### config.mk
export PLATFORM = sky130hd
export DESIGN_NAME = dsct_fold
export DESIGN_NICKNAME = d
export VERILOG_FILES = /design/src/hdl/dsct_pkg.sv /design/src/hdl/dsct_fold.sv
export SDC_FILE = /design/constraint.sdc
export NUM_CORES = 1
export LEC_CHECK = 0
export BUFFER_PORTS_ARGS = -buffer_cell sky130_fd_sc_hd__buf_4
export CAP_MARGIN = 40
export CORE_UTILIZATION = 40
export DETAILED_ROUTE_END_ITERATION = 7
export GPL_TIMING_DRIVEN = 1
export PLACE_DENSITY_LB_ADDON = 0.15
export SLEW_MARGIN = 10
export SYNTH_ARGS = -nofsm -noshare
export SYNTH_HDL_FRONTEND = slang
export SYNTH_SLANG_ARGS = --single-unit
### constraint.sdc
create_clock -name vclk -period 3.5
set_input_delay 0.525 -clock vclk [all_inputs]
set_output_delay 0.525 -clock vclk [all_outputs]
set_load 0.02 [all_outputs]
### src/hdl/dsct_pkg.sv
`timescale 1ns / 1ps
`default_nettype none

package dsct_pkg;

   localparam int unsigned FRAC_W  = 32;
   localparam int unsigned ANGLE_W = 64;
   localparam int unsigned VALUE_W = 34;
   localparam int unsigned WORD_W  = 33;
   localparam int unsigned DIFF_W  = 27;
   localparam int unsigned DEG_W   = 7;

   localparam logic [8:0] TURN_DEG    = 9'd360;
   localparam logic [8:0] THREE_Q_DEG = 9'd270;
   localparam logic [8:0] HALF_DEG    = 9'd180;
   localparam logic [8:0] QUARTER_DEG = 9'd90;

   // residues of byte weights of the integer part modulo 360
   localparam logic [16:0] BYTE2_RES = 17'd16;
   localparam logic [16:0] NEG_ADJ   = 17'd104;

   localparam logic [DEG_W-1:0] LAST_DEG = 7'd90;

   typedef struct packed {
      logic [DEG_W-1:0]  deg;
      logic [FRAC_W-1:0] frac;
      logic              neg;
   } fold_type;

   // sine of each whole degree scaled by 2^32
   function automatic logic [WORD_W-1:0] sine_word(input logic [DEG_W-1:0] d);
      logic [WORD_W-1:0] w;
      case (d)
         7'd0:  w = 33'd0;          7'd1:  w = 33'd74957514;   7'd2:  w = 33'd149892196;
         7'd3:  w = 33'd224781220;  7'd4:  w = 33'd299601773;  7'd5:  w = 33'd374331064;
         7'd6:  w = 33'd448946331;  7'd7:  w = 33'd523424844;  7'd8:  w = 33'd597743917;
         7'd9:  w = 33'd671880911;  7'd10: w = 33'd745813244;  7'd11: w = 33'd819518394;
         7'd12: w = 33'd892973912;  7'd13: w = 33'd966157421;  7'd14: w = 33'd1039046629;
         7'd15: w = 33'd1111619334; 7'd16: w = 33'd1183853428; 7'd17: w = 33'd1255726910;
         7'd18: w = 33'd1327217884; 7'd19: w = 33'd1398304576; 7'd20: w = 33'd1468965330;
         7'd21: w = 33'd1539178623; 7'd22: w = 33'd1608923067; 7'd23: w = 33'd1678177418;
         7'd24: w = 33'd1746920580; 7'd25: w = 33'd1815131612; 7'd26: w = 33'd1882789738;
         7'd27: w = 33'd1949874349; 7'd28: w = 33'd2016365008; 7'd29: w = 33'd2082241463;
         7'd30: w = 33'd2147483647; 7'd31: w = 33'd2212071687; 7'd32: w = 33'd2275985909;
         7'd33: w = 33'd2339206843; 7'd34: w = 33'd2401715232; 7'd35: w = 33'd2463492035;
         7'd36: w = 33'd2524518435; 7'd37: w = 33'd2584775842; 7'd38: w = 33'd2644245901;
         7'd39: w = 33'd2702910498; 7'd40: w = 33'd2760751761; 7'd41: w = 33'd2817752073;
         7'd42: w = 33'd2873894071; 7'd43: w = 33'd2929160652; 7'd44: w = 33'd2983534983;
         7'd45: w = 33'd3037000499; 7'd46: w = 33'd3089540917; 7'd47: w = 33'd3141140230;
         7'd48: w = 33'd3191782721; 7'd49: w = 33'd3241452965; 7'd50: w = 33'd3290135830;
         7'd51: w = 33'd3337816488; 7'd52: w = 33'd3384480415; 7'd53: w = 33'd3430113397;
         7'd54: w = 33'd3474701532; 7'd55: w = 33'd3518231240; 7'd56: w = 33'd3560689261;
         7'd57: w = 33'd3602062661; 7'd58: w = 33'd3642338838; 7'd59: w = 33'd3681505523;
         7'd60: w = 33'd3719550786; 7'd61: w = 33'd3756463038; 7'd62: w = 33'd3792231035;
         7'd63: w = 33'd3826843881; 7'd64: w = 33'd3860291034; 7'd65: w = 33'd3892562305;
         7'd66: w = 33'd3923647863; 7'd67: w = 33'd3953538241; 7'd68: w = 33'd3982224332;
         7'd69: w = 33'd4009697399; 7'd70: w = 33'd4035949074; 7'd71: w = 33'd4060971359;
         7'd72: w = 33'd4084756634; 7'd73: w = 33'd4107297651; 7'd74: w = 33'd4128587546;
         7'd75: w = 33'd4148619834; 7'd76: w = 33'd4167388411; 7'd77: w = 33'd4184887562;
         7'd78: w = 33'd4201111955; 7'd79: w = 33'd4216056649; 7'd80: w = 33'd4229717092;
         7'd81: w = 33'd4242089121; 7'd82: w = 33'd4253168969; 7'd83: w = 33'd4262953261;
         7'd84: w = 33'd4271439015; 7'd85: w = 33'd4278623648; 7'd86: w = 33'd4284504971;
         7'd87: w = 33'd4289081192; 7'd88: w = 33'd4292350917; 7'd89: w = 33'd4294313151;
         7'd90: w = 33'd4294967296;
         default: w = 33'd0;
      endcase
      return w;
   endfunction

endpackage

`default_nettype wire

### src/hdl/dsct_fold.sv
`timescale 1ns / 1ps
`default_nettype none

module dsct_fold (
   input  wire logic [8:0]                 deg,
   input  wire logic [dsct_pkg::FRAC_W-1:0] frac,
   output dsct_pkg::fold_type              folded
);
   import dsct_pkg::*;

   logic [8:0]        d;
   logic [FRAC_W-1:0] f;
   logic              neg;
   logic              has_frac;

   assign has_frac = (frac != '0);

   always_comb begin
      d   = deg;
      f   = frac;
      neg = 1'b0;
      if (deg >= THREE_Q_DEG) begin
         neg = 1'b1;
         d   = TURN_DEG - deg;
         if (has_frac) begin
            d = d - 9'd1;
            f = ~frac + 32'd1;
         end
      end else if (deg >= HALF_DEG) begin
         neg = 1'b1;
         d   = deg - HALF_DEG;
      end else if (deg >= QUARTER_DEG) begin
         d = HALF_DEG - deg;
         if (has_frac) begin
            d = d - 9'd1;
            f = ~frac + 32'd1;
         end
      end
   end

   // folded degree never exceeds 90
   assign folded.deg  = d[DEG_W-1:0];
   assign folded.frac = f;
   assign folded.neg  = neg;

endmodule

`default_nettype wire

==> metrics.txt, run 1 <==
startpoint types=input pin; share of layout cells above drive strength 1=33.1%; Largest delay share family, worst path=simple AND/OR/NAND/NOR gates; CP required=2970 ps; DR DRC count=0; Syn. warnings=0; sequential share of the synthesized area=0%; Std-Cell Rows=22; post-DP HPWL=3870 µm; WL/cell=roughly 14 µm; arrival time worst endpoint=2860 ps; Slew @ Worst Pin=540 ps; DIE AREA=between 4000 and 5000 µm²; P_sw=about 0.00023 W; met3 wire length=318 µm; Peak VDD IR=0.0000749 V; Pint=0.000187 W; vias in the first global route=1,702; WL met1=2110 µm; Max Clock Freq=0.296 GHz; Post-CTS Resized=0; Crit Path Class=input pin to primary output; first-pass GRT wire length=7450 µm; slew margin rel.=roughly 64%; synth unique cells=49; I/O Buffers=81; maximum number of pins on one net before global-route repair=19; Filler Cell Count=between 400 and 500; core outline area=3720 µm²; Final setup viols=0; Mean Syn Cell Area=6.91 µm²; Fin Hold WS=1280 ps; register area=0 µm²; RSZ-0062 raised after global routing=yes; hold_buf cts=0; GRT Residual Overflow=0; first-pass iteration count of the detailed router=4; vias after detailed routing=1,913; Synth-to-Final Area Change=39.1%; min-delay worst type=input pin to primary output; Vias/cell=5.51; crit path from=frac[1]; min-delay src=frac[0]; die width=64.8 µm; gr usage total=21.4%; remaining antenna violation count=0; RePlAce Congestion=0.829; WL final=4720 µm; min cycle time layout=3380 ps; CP cell instances=buf_4, inv_1, ha_1, or4b_1, nor4_4, nand4_2, and3_1, or4_1, and3_1, buf_4; met2 routed WL=2270 µm; CP max stage cell=or4b_1; max-cap violations=0; diodes inserted=0; Comb power frac=100.0%; status=complete, no violations; Syn Std Cell Area=1580 µm²; CP Max Fanout=9; Post-Syn Instances=228; max-slew violation count=0; switch share=55.6%; Ports=between 80 and 90; Clk pwr share=0%; Final Cycle Share=a little over nine tenths; chip height=64.8 µm; leakage dissipation=0.964 nW; setup ws final=119 ps; register share of total power=0%; DR top layer=met4; nets@finish=349; Power Density=192 nW/µm²; initial antenna violation count=0; dpl ws=111 ps; FFs & Latches=0; initial core utilization=between 40% and 50%; Non-Filler Cell Area, Final=2190 µm²; Mapped Nets=276; Placement Cell Area=2180 µm²; final hold viol count=0; fin util=59.0%; max incr delay on CP=510 ps; DR iter-0 viols=74; clk_buf instances=0; Bufs and invs on worst path=3; postcts setup bufs=0; CP Capture Type=primary output
## worst paths after layout
path / to / slack (ps) / cells after the start
worst max-delay path: folded[36] / 120 / 10
worst min-delay path: folded[1] / 1280 / 2
## power groups by stage
stage               Sequential [W]  Combinational, W  Clock (W)
finish                           0          0.000421          0
global route                     0          0.000452          0
CTS                              0          0.000422          0
detailed placement               0          0.000421          0
global placement                 0          0.000417          0
floorplan                        0          0.000248          0
## metrics by stage
step / power [W] / TNS, ps / instances
floorplan: 0.000248 / 0 / 228
global placement: 0.000417 / 0 / 347
detailed placement: 0.000421 / 0 / 347
CTS: 0.000422 / 0 / 347
global route: 0.000452 / -40.3 / 347
finish: 0.000421 / 0 / 347
## cells by family (layout without fill, tap and decap cells)
kind of cell / after synthesis / in the layout / synth area share (%)
and+or+nand+nor: 92 / 92 / 34.3
AOI/OAI and AO/OA: 59 / 59 / 26.5
xor gates and xnor gates: 46 / 46 / 25.6
buffers and inverters: 24 / 95 / 8.02
adders and majority gates: 7 / 7 / 5.56
## area by class of cell
type	instances	area [µm²]	area share (%)
Multi-Input combinational cell	204	1460	66.4
Tap cell	48	60.1	2.74
Timing Repair Buffer	85	638	29.1
Inverter	10	37.5	1.71
## cells in the mapped netlist (all sizes together), types with 2 or more instances
master   count  area (µm²)
xnor2       28         245
ha           7        87.6
o211a        2        20.0
nor4         6        82.6
clkbuf       5        18.8
nor3b        2        15.0
o31ai        6        50.1
nor4b        2        17.5
xor2        18         158
a31oi        2        12.5
nand4        3        25.0
a21oi       16        80.1
or2          2        12.5
o2111ai      2        17.5
nor3         5        25.0
and3b        2        17.5
and3         5        31.3
o21a         2        15.0
nor2        21        78.8
o21ai       14        81.3
or4          6        52.6
nand2       23        86.3
buf          9        70.1
or3          6        37.5
a21boi       4        30.0
o41ai        4        50.1
inv         10        37.5
nand3        5        25.0
## per-layer routing
layer  vias up  track usage [%]
met1       871             27.3
met4         0             2.78
met2        71             39.5
met5         -                0
li1        967                -
met3         4             1.58
## placed cells by master, fill, tap and decap left out, types with 2 or more instances in the layout
master and n:
buf_4 85, xnor2_1 28, nand2_1 23, nor2_1 21, xor2_1 18, a21oi_1 16, o21ai_0 12, inv_1 10
ha_1 7, or3_1 5, nand3_1 5, nor3_1 5, and3_1 5, o31ai_1 5, or4_1 4, a21boi_0 4
nor4_4 3, nor4_1 3, or4_4 2, o21a_1 2, o211a_1 2, or2_2 2, o2111ai_1 2, nor3b_1 2
nand4_1 2, and3b_1 2, a31oi_1 2, nor4b_1 2, o41ai_2 2, o41ai_1 2
(Power assumes the default switching activity.)
==> inputs of run 2 (changes only) <==
- GPL_TIMING_DRIVEN: 1 -> 0
==> run 2 against run 1 <==
Compared with the run above:
- clock-buffer cell count did not move
- worst hold slack improved by 56 ps
- first-iteration DRC count rose by 18%
==> metrics.txt, run 2 (synthesis results as in run 1) <==
Peak VDD IR=0.0000795 V (+6.2%); hold_buf cts=0 (unchanged); Std-Cell Rows=22 (unchanged); Final Cycle Share=98.7% (+2.1 points); core outline area=3720 µm² (unchanged); Synth-to-Final Area Change=45.3%; clk_buf instances=0 (unchanged); WL final=4840 µm (+2.6%); die width=64.8 µm (unchanged); min-delay worst type=input pin to primary output; WL/cell=13.6 µm (+0.25%); final hold viol count=0 (unchanged); min cycle time layout=3450 ps (+72.5 ps); CP Capture Type=primary output; max-slew violation count=0 (unchanged); register area=0 µm² (unchanged); RePlAce Congestion=0.847 (+2.2%); gr usage total=21.6% (+0.15 points); DIE AREA=4190 µm² (unchanged); Power Density=189 nW/µm² (-1.8%); Crit Path Class=input pin to primary output; Slew @ Worst Pin=604 ps (+64.7 ps); vias after detailed routing=1,939 (+1.4%); Max Clock Freq=0.290 GHz (-2.1%); nets@finish=357 (+2.3%); GRT Residual Overflow=0 (unchanged); Final setup viols=0 (unchanged); fin cells=355 (+2.3%); CP Max Fanout=7 (-2); chip height=64.8 µm (unchanged); remaining antenna violation count=0 (unchanged); vias in the first global route=1,638 (-3.8%); max-cap violations=0 (unchanged); RSZ-0062 raised after global routing=yes; share of layout cells above drive strength 1=34.5% (+1.4 points); Placed Cells=355 (+2.3%); first-pass iteration count of the detailed router=4 (unchanged); slew margin rel.=59.1% (-4.4 points); status=complete, no violations; startpoint types=input pin; fin util=61.6% (+2.6 points); maximum number of pins on one net before global-route repair=11 (-8); CP required=2970 ps (about the same); dpl ws=34.0 ps (-76.8 ps); post-DP HPWL=3880 µm (+0.23%); initial antenna violation count=0 (unchanged); first-pass GRT wire length=7540 µm (+1.2%); Vias/cell=5.46 (-0.93%); FFs & Latches=0 (unchanged); DR DRC count=0 (unchanged); setup ws final=46.2 ps (-72.5 ps); I/O Buffers=79 (-2.5%); Ports=81 (unchanged); initial core utilization=42.4% (unchanged); leakage dissipation=1.02 nW (+5.8%); diodes inserted=0 (unchanged); arrival time worst endpoint=2930 ps (+70 ps); commonest cells after routing, fill and taps aside=84 x buf_4, 28 x xnor2_1, 22 x nand2_1, 21 x nor2_1, 18 x xor2_1; DR iter-0 viols=87 (+18%); most common cell after layout, fill and taps aside=buf_4
run 2: report_power, final:
group / internal, W / leakage, nW / switching [W]
combinational: 0.000194 / 1.02 / 0.000238
sequential: 0 / 0 / 0
clock: 0 / 0 / 0
total: 0.000194 / 1.02 / 0.000238
run 2: stage by stage:
step	TNS [ps]	area, µm²	hold slack [ps]	power, W
2_1_floorplan	0	1580	1160	0.000248
3_3_place_gp	0	2230	1340	0.000422
3_5_place_dp	0	2230	1340	0.000426
4_1_cts	0	2230	1340	0.000427
5_1_grt	-91.4	2290	1360	0.000462
6_report	0	2290	1340	0.000432
run 2: critical path: stages:
cell and delay, ps:
buf_4 120, inv_1 60, ha_1 190, or4b_4 510, nor4_4 310, buf_4 190
nand4_4 110, and3_1 200, or4_1 380, and3_1 170, buf_4 150
run 2: worst paths after layout:
path / startpoint / endpoint / slack, ps / depth (start not counted)
max: frac[1] / folded[36] / 50 / 11
min: frac[11] / folded[12] / 1340 / 3
run 2: metal layers:
layer / vias to the layer above / part of all wire (%) / routed length, µm / global-route usage, %
li1: 983 / - / - / -
met1: 885 / 46 / 2220 / 29.0
met2: 69 / 47 / 2290 / 39.3
met3: 2 / 6.1 / 294 / 0.528
met4: 0 / 0.70 / 34 / 1.39
met5: - / 0 / 0 / 0
run 2: timing repair:
item,CTS,global route
endpoints found under the hold margin,0,0
setup buffers,0,2
setup endpoints to repair,0,26
resized for setup,0,13
run 2: layout make-up:
type,instances,area (µm²)
timing repair buffer,81,608
inverter,10,37.5
multi-input combinational,204,1490
tap,48,60.1
fill,367,1430
buffer,12,88.8
